==> src/design/pdc_pkg.sv <==
// shared constants and types for the pwm duty capture block
package pdc_pkg;

    localparam int COUNT_WIDTH = 32;
    localparam int CFG_WIDTH   = 32;
    localparam int DUTY_WIDTH  = 8;
    localparam int DIV_STEPS   = DUTY_WIDTH;
    localparam int STEP_W      = $clog2(DIV_STEPS);

    localparam logic [CFG_WIDTH-1:0]   TIMEOUT_RESET = CFG_WIDTH'(4800000);
    localparam logic [DUTY_WIDTH-1:0]  DUTY_FULL     = {DUTY_WIDTH{1'b1}};
    localparam logic [DUTY_WIDTH-1:0]  DUTY_ZERO     = '0;
    localparam logic [COUNT_WIDTH-1:0] COUNT_MAX     = {COUNT_WIDTH{1'b1}};

    // divider result seen by the sequencer
    typedef struct packed {
        logic                  done;
        logic [DUTY_WIDTH-1:0] quot;
    } pdc_div_res_t;

endpackage

==> src/design/pdc_div.sv <==
// iterative restoring divider for high*255/period, one quotient bit per cycle
module pdc_div
    import pdc_pkg::*;
(
    input  logic                   clk,
    input  logic                   rst_n,
    input  logic                   start,
    input  logic [COUNT_WIDTH-1:0] high,
    input  logic [COUNT_WIDTH-1:0] period,
    output pdc_div_res_t           res
);

    logic                       busy_reg;
    logic                       done_reg;
    logic [STEP_W-1:0]          step_reg;
    logic [COUNT_WIDTH-1:0]     rem_reg;
    logic [COUNT_WIDTH-1:0]     divisor_reg;
    logic [DIV_STEPS-1:0]       lo_reg;
    logic [DUTY_WIDTH-1:0]      quot_reg;

    logic [COUNT_WIDTH+DIV_STEPS-1:0] prod;
    logic [COUNT_WIDTH:0]             trial;
    logic [COUNT_WIDTH:0]             diff;
    logic                             ge;
    logic [COUNT_WIDTH-1:0]           rem_next;

    // dividend high*255 as high*256 - high
    assign prod = {high, {DIV_STEPS{1'b0}}} - (COUNT_WIDTH + DIV_STEPS)'(high);

    // one restoring step: shift in next dividend bit, trial subtract
    assign trial    = {rem_reg, lo_reg[DIV_STEPS-1]};
    assign diff     = trial - {1'b0, divisor_reg};
    assign ge       = (trial >= {1'b0, divisor_reg});
    assign rem_next = ge ? diff[COUNT_WIDTH-1:0] : trial[COUNT_WIDTH-1:0];

    // step control
    always_ff @(posedge clk or negedge rst_n)
    begin
        if (!rst_n)
        begin
            busy_reg <= 1'b0;
            done_reg <= 1'b0;
            step_reg <= '0;
        end
        else
        begin
            done_reg <= busy_reg && !start && (step_reg == '0);
            if (start)
            begin
                busy_reg <= 1'b1;
                step_reg <= STEP_W'(DIV_STEPS - 1);
            end
            else if (busy_reg)
            begin
                step_reg <= step_reg - 1'b1;
                if (step_reg == '0)
                begin
                    busy_reg <= 1'b0;
                end
            end
        end
    end

    // datapath, top dividend bits start below the divisor
    always_ff @(posedge clk)
    begin
        if (start)
        begin
            rem_reg     <= prod[COUNT_WIDTH+DIV_STEPS-1:DIV_STEPS];
            lo_reg      <= prod[DIV_STEPS-1:0];
            divisor_reg <= period;
            quot_reg    <= '0;
        end
        else if (busy_reg)
        begin
            rem_reg  <= rem_next;
            lo_reg   <= {lo_reg[DIV_STEPS-2:0], 1'b0};
            quot_reg <= {quot_reg[DUTY_WIDTH-2:0], ge};
        end
    end

    assign res.done = done_reg;
    assign res.quot = quot_reg;

endmodule

==> src/design/pwm_duty_capture.sv <==
// pwm duty capture top level: tick counting, edge captures, read sequencer
// tick beat: ticks may arrive every cycle while the input is not stalled
// read beat: result through the 8-step divider, or without it when idle,
//   no period captured or high time not below the period; input stalled meanwhile
// next beat taken once the sequencer is back in idle, later only while the output holds a stalled beat
// reset: async active low, clears counters, captures, flags, timeout to 4800000
module pwm_duty_capture
    import pdc_pkg::*;
(
    input  logic                  clk,
    input  logic                  rst_n,
    input  logic                  cfg_wen,
    input  logic [CFG_WIDTH-1:0]  cfg_wdata,
    input  logic                  in_valid,
    output logic                  in_stall,
    input  logic                  action,
    input  logic                  pin_level,
    output logic                  out_valid,
    input  logic                  out_stall,
    output logic [DUTY_WIDTH-1:0] duty,
    output logic                  idle_flag
);

    typedef enum logic [1:0] {
        ST_IDLE,
        ST_DIV,
        ST_DONE
    } state_t;

    state_t                 state_reg;
    logic                   out_valid_reg;
    logic [DUTY_WIDTH-1:0]  duty_reg;
    logic                   idle_flag_reg;
    logic [DUTY_WIDTH-1:0]  res_duty_reg;
    logic                   res_idle_reg;

    logic [CFG_WIDTH-1:0]   idle_timeout_reg;
    logic [COUNT_WIDTH-1:0] tick_count_reg;
    logic [COUNT_WIDTH-1:0] period_reg;
    logic [COUNT_WIDTH-1:0] high_reg;
    logic                   prev_level_reg;
    logic                   idle_mark_reg;
    logic                   held_level_reg;

    logic                   accept;
    logic                   tick_acc;
    logic                   read_acc;
    logic [COUNT_WIDTH-1:0] count_next;
    logic                   changed;
    logic                   rising;
    logic                   falling;
    logic                   timeout_hit;
    logic                   div_start;
    pdc_div_res_t           div_res;

    assign in_stall = (state_reg != ST_IDLE);
    assign accept   = in_valid && !in_stall;
    assign tick_acc = accept && !action;
    assign read_acc = accept && action;

    // saturating count and edge detect
    assign changed     = (tick_count_reg != COUNT_MAX);
    assign count_next  = changed ? tick_count_reg + 1'b1 : tick_count_reg;
    assign rising      = pin_level && !prev_level_reg;
    assign falling     = !pin_level && prev_level_reg;
    assign timeout_hit = changed && (CFG_WIDTH'(count_next) == idle_timeout_reg);

    // divider runs only for a real fraction below one
    assign div_start = read_acc && !idle_mark_reg && (period_reg != '0)
                       && (high_reg < period_reg);

    pdc_div u_div (
        .clk    (clk),
        .rst_n  (rst_n),
        .start  (div_start),
        .high   (high_reg),
        .period (period_reg),
        .res    (div_res)
    );

    // configuration register
    always_ff @(posedge clk or negedge rst_n)
    begin
        if (!rst_n)
        begin
            idle_timeout_reg <= TIMEOUT_RESET;
        end
        else if (cfg_wen)
        begin
            idle_timeout_reg <= cfg_wdata;
        end
    end

    // tick processing: captures, restart, timeout
    always_ff @(posedge clk or negedge rst_n)
    begin
        if (!rst_n)
        begin
            tick_count_reg <= '0;
            period_reg     <= '0;
            high_reg       <= '0;
            prev_level_reg <= 1'b0;
            idle_mark_reg  <= 1'b0;
            held_level_reg <= 1'b0;
        end
        else if (tick_acc)
        begin
            prev_level_reg <= pin_level;
            if (rising)
            begin
                period_reg     <= count_next;
                tick_count_reg <= '0;
                idle_mark_reg  <= 1'b0;
            end
            else
            begin
                tick_count_reg <= count_next;
                if (falling)
                begin
                    high_reg <= count_next;
                end
                if (timeout_hit)
                begin
                    idle_mark_reg  <= 1'b1;
                    held_level_reg <= pin_level;
                end
            end
        end
    end

    // read sequencer and output register
    always_ff @(posedge clk or negedge rst_n)
    begin
        if (!rst_n)
        begin
            state_reg     <= ST_IDLE;
            out_valid_reg <= 1'b0;
            duty_reg      <= '0;
            idle_flag_reg <= 1'b0;
            res_duty_reg  <= '0;
            res_idle_reg  <= 1'b0;
        end
        else
        begin
            if (out_valid_reg && !out_stall && (state_reg != ST_DONE))
            begin
                out_valid_reg <= 1'b0;
            end
            unique case (state_reg)
                ST_IDLE:
                begin
                    if (read_acc)
                    begin
                        priority if (idle_mark_reg)
                        begin
                            res_duty_reg <= held_level_reg ? DUTY_FULL : DUTY_ZERO;
                            res_idle_reg <= 1'b1;
                            state_reg    <= ST_DONE;
                        end
                        else if (period_reg == '0)
                        begin
                            res_duty_reg <= DUTY_ZERO;
                            res_idle_reg <= 1'b0;
                            state_reg    <= ST_DONE;
                        end
                        else if (high_reg >= period_reg)
                        begin
                            res_duty_reg <= DUTY_FULL;
                            res_idle_reg <= 1'b0;
                            state_reg    <= ST_DONE;
                        end
                        else
                        begin
                            res_idle_reg <= 1'b0;
                            state_reg    <= ST_DIV;
                        end
                    end
                end
                ST_DIV:
                begin
                    if (div_res.done)
                    begin
                        res_duty_reg <= div_res.quot;
                        state_reg    <= ST_DONE;
                    end
                end
                ST_DONE:
                begin
                    // load the beat once the output register is free
                    if (!out_valid_reg || !out_stall)
                    begin
                        out_valid_reg <= 1'b1;
                        duty_reg      <= res_duty_reg;
                        idle_flag_reg <= res_idle_reg;
                        state_reg     <= ST_IDLE;
                    end
                end
                default:
                begin
                    state_reg <= ST_IDLE;
                end
            endcase
        end
    end

    assign out_valid = out_valid_reg;
    assign duty      = duty_reg;
    assign idle_flag = idle_flag_reg;

endmodule

==> config.mk <==
export PLATFORM = sky130hd
export DESIGN_NAME = pwm_duty_capture
export DESIGN_NICKNAME = d
export VERILOG_FILES = /design/src/design/pdc_pkg.sv /design/src/design/pdc_div.sv /design/src/design/pwm_duty_capture.sv
export SDC_FILE = /design/constraint.sdc
export NUM_CORES = 1
export LEC_CHECK = 0
export ABC_CLOCK_PERIOD_IN_PS = 4000
export BUFFER_PORTS_ARGS = -buffer_cell sky130_fd_sc_hd__buf_2
export CAP_MARGIN = 0
export CORE_MARGIN = 5
export CORE_UTILIZATION = 57
export CTS_BUF_LIST = sky130_fd_sc_hd__clkbuf_4 sky130_fd_sc_hd__clkbuf_8 sky130_fd_sc_hd__clkbuf_16
export DETAILED_ROUTE_END_ITERATION = 8
export PLACE_DENSITY = 0.85
export SLEW_MARGIN = 10
export SYNTH_ARGS = -nofsm -noshare
export SYNTH_HDL_FRONTEND = slang
export SYNTH_HIERARCHICAL = 1
export SYNTH_SLANG_ARGS = --single-unit
export TNS_END_PERCENT = 10
==> constraint.sdc <==
create_clock -name clk -period 4 [get_ports clk]
set_input_delay 0.4 -clock clk [delete_from_list [all_inputs] [get_ports clk]]
set_output_delay 0.4 -clock clk [all_outputs]
set_load 0.005 [all_outputs]
==> impl_results.md <==
- Status: finished, violations left
- Violated checks: hold timing
- Num CTS Buffers: 25
- Crit end category: flop
- Leak: 7.27 nW
- Area grow syn2layout: 8.64%
- Most common cell after layout, fill and taps aside: nand2_1
- Final Max Slew Viols: 0
- CTS clk-pin slew, worst paths: around 70 ps
- Nets: 1,843
- FF+latch count, synth: 237
- Count of flip-flops with a built-in enable after synthesis: 72
- Layout cell share with drive strength beyond 1: 0.120
- Uppermost layer routed: met4
- Avg Cell Area, Syn: 9.18 um^2
- Final TNS setup: 0 ps
- Crit path max fanout: 11
- Average wire per cell in the routed design: between 20 and 25 um
- Fillers: 2,133
- Post-DP HPWL: 31.4 mm
- Wl on met1: 17.3 mm
- Met3 wire length: 2.76 mm
- Largest net degree at the start of global routing: 110
- First-pass DRT Iterations: 5
- Sequential share of the synthesized area: 0.401
- ANT nets after route: 0
- Setup violators final: 0
- Distinct cells, synth: 90
- PostCTS Resize Cnt: 0
- Iter 0 DRT Violations: 1,368
- Kind of critical path: flop to flop
- Antenna cells: 0
- Synth warn: 6
- Hold Violations, Final: 9
- # rows: 60
- WHS: -11.9 ps
- CTS H-tree depth: 1
- F_max: 0.271 GHz
- Initial Util: 0.579
- Post-CTS setup buffer count: 0
- DR WL met2: 20.1 mm
- Die Wd: 175 um
- Worst slew margin: 0.284
- # hold bufs at CTS: 0
- Detailed Route WL: around 42 mm
- CTS tree: yes
- Synthesized area: between 15,000 and 20,000 um^2
- Critical Path RT: around 4400 ps
- Remaining Overflow, GRT: 0
- Worst-Margin Slew: 1070 ps
- Core area: 27,000 um^2
- Clock sink total: between 200 and 250
- Worst Skew: ~21 ps
- Detailed-route DRC error count: 0
- Syn Inst Count: 1,700
- Multi-input combinational cell area: approximately 8500 um^2
- Skew-Pair Late Insertion Delay: between 500 and 600 ps
- Root buffer cell: clkbuf_16
- Pwr dens: 776 nW/um^2
- Fin crit share: 0.924
- Gpl congestion: slightly below 1
- Gr usage total: 0.269
- Syn_nets: 1,832
- Overall die height: between 150 and 200 um
- Commonest cells after routing, fill and taps aside: nand2_1 (202), dfrtp_1 (149), o21ai_0 (147)
- Final Power: around 13 mW
- Port buffer count: 49
- Vias: 13,100
- VDD IR-drop max: 0.393 mV
- Unrepaired setup endpoints after global routing: no
- Sequential cell area: 6260 um^2
- Min cycle time layout: between 3000 and 4000 ps
- # Max-Cap Violations: 0
- Synth Flop Type: dfrtp_1
- First-pass GRT wire length: around 68 mm
- Initial antenna violation count: 0
- Vias in the first global route: 12,600
- Max Buffers Root-to-Sink: 3
- Io pins: 50
- Routed vias/inst: 6.32
- Worst setup SP type: flop
- Hold Crit Class: input port to asynchronous set/reset pin
- Arrival time worst endpoint: 4120 ps
- Asr flop ratio synth: 0.662
- Die ar.: 30,800 um^2
-- per-stage QoR --
step / hold slack, ps / area [um^2] / cells / worst slack [ps] / util
4_1_cts: 25.2 / 16900 / 2071 / 363 / 0.629
6_report: -11.9 / 16900 / 2071 / 305 / 0.629
5_1_grt: 69.3 / 16900 / 2071 / 130 / 0.629
3_3_place_gp: 457 / 16100 / 2025 / 539 / 0.597
3_5_place_dp: 465 / 16100 / 2025 / 354 / 0.597
2_1_floorplan: 104 / 15600 / 1700 / 171 / -
-- cells by family after synthesis --
group                    Yosys count  synth area share
multiplexers                      57            0.0401
flip-flops                       237             0.401
AO/OA/AOI/OAI                    471             0.195
buffers and inverters            212            0.0568
adder cells (fa/ha/maj)           93            0.0751
AND/OR/NAND/NOR                  509             0.162
XOR/XNOR                         121            0.0697
-- worst max-delay path, stage by stage (launching register included) --
cell       delay [ps]
dfrtp_1           480
and4_1            490
and3_1            520
nand3_1           440
nand4_1           360
o31ai_1           120
or3_1             380
nor4_1            340
buf_4             180
nand3_1           100
a2bb2oi_1         160
-- cell usage after synthesis (all sizes together) (18+ instances only) --
master    n  area, um^2
inv     122         458
nand3    39         195
buf      38         228
nor4     26         196
edfxtp   72        2160
ha       92        1150
a21o     42         315
and3     25         158
a21oi    99         507
a31oi    19         134
nand4    36         240
a211oi   29         235
nand2   204         773
mux2     44         495
clkbuf   52         200
xnor2    71         622
nor3     18         111
nor2     84         318
dfrtp   149        3730
o21ai   163         816
xor2     48         420
-- worst paths after layout --
check / slack (ps) / startpoint / depth (start not counted) / endpoint
worst max register to register: 310 / tick_count_reg[27] / 10 / held_level_reg
worst min-delay path: -10 / rst_n / 1 / tick_count_reg[25]
min in group clk: 80 / cfg_wdata[19] / 3 / idle_timeout_reg[19]
worst min register to register: 470 / duty[5] / 2 / duty[5]
worst max-delay path: 310 / tick_count_reg[27] / 10 / held_level_reg
max in group asynchronous: 3160 / rst_n / 2 / idle_timeout_reg[11]
-- power breakdown --
| part | total [mW] | internal [mW] | switching [mW] | leakage [nW] |
|---|---|---|---|---|
| Clock | 2.38 | 1.41 | 0.976 | 0.424 |
| Combinational | 6.87 | 2.91 | 3.96 | 4.05 |
| Sequential | 3.90 | 3.37 | 0.530 | 2.79 |
-- final cells by class --
type | count | area share
flip-flops and latches | 237 | 0.369
multi-input cells | 1251 | 0.499
clock inverters | 12 | 0.00746
clock buffers | 34 | 0.0427
inverters | 122 | 0.0270
repair buffers | 74 | 0.0289
well taps | 341 | 0.0252
-- per-layer routing --
| metal | GRT usage | vias to the layer above |
|---|---|---|
| li1 | - | 6127 |
| met4 | 0.110 | 0 |
| met3 | 0.0297 | 116 |
| met2 | 0.442 | 563 |
| met1 | 0.367 | 6283 |
| met5 | 0 | - |
Power figures use the tool's default switching activity.
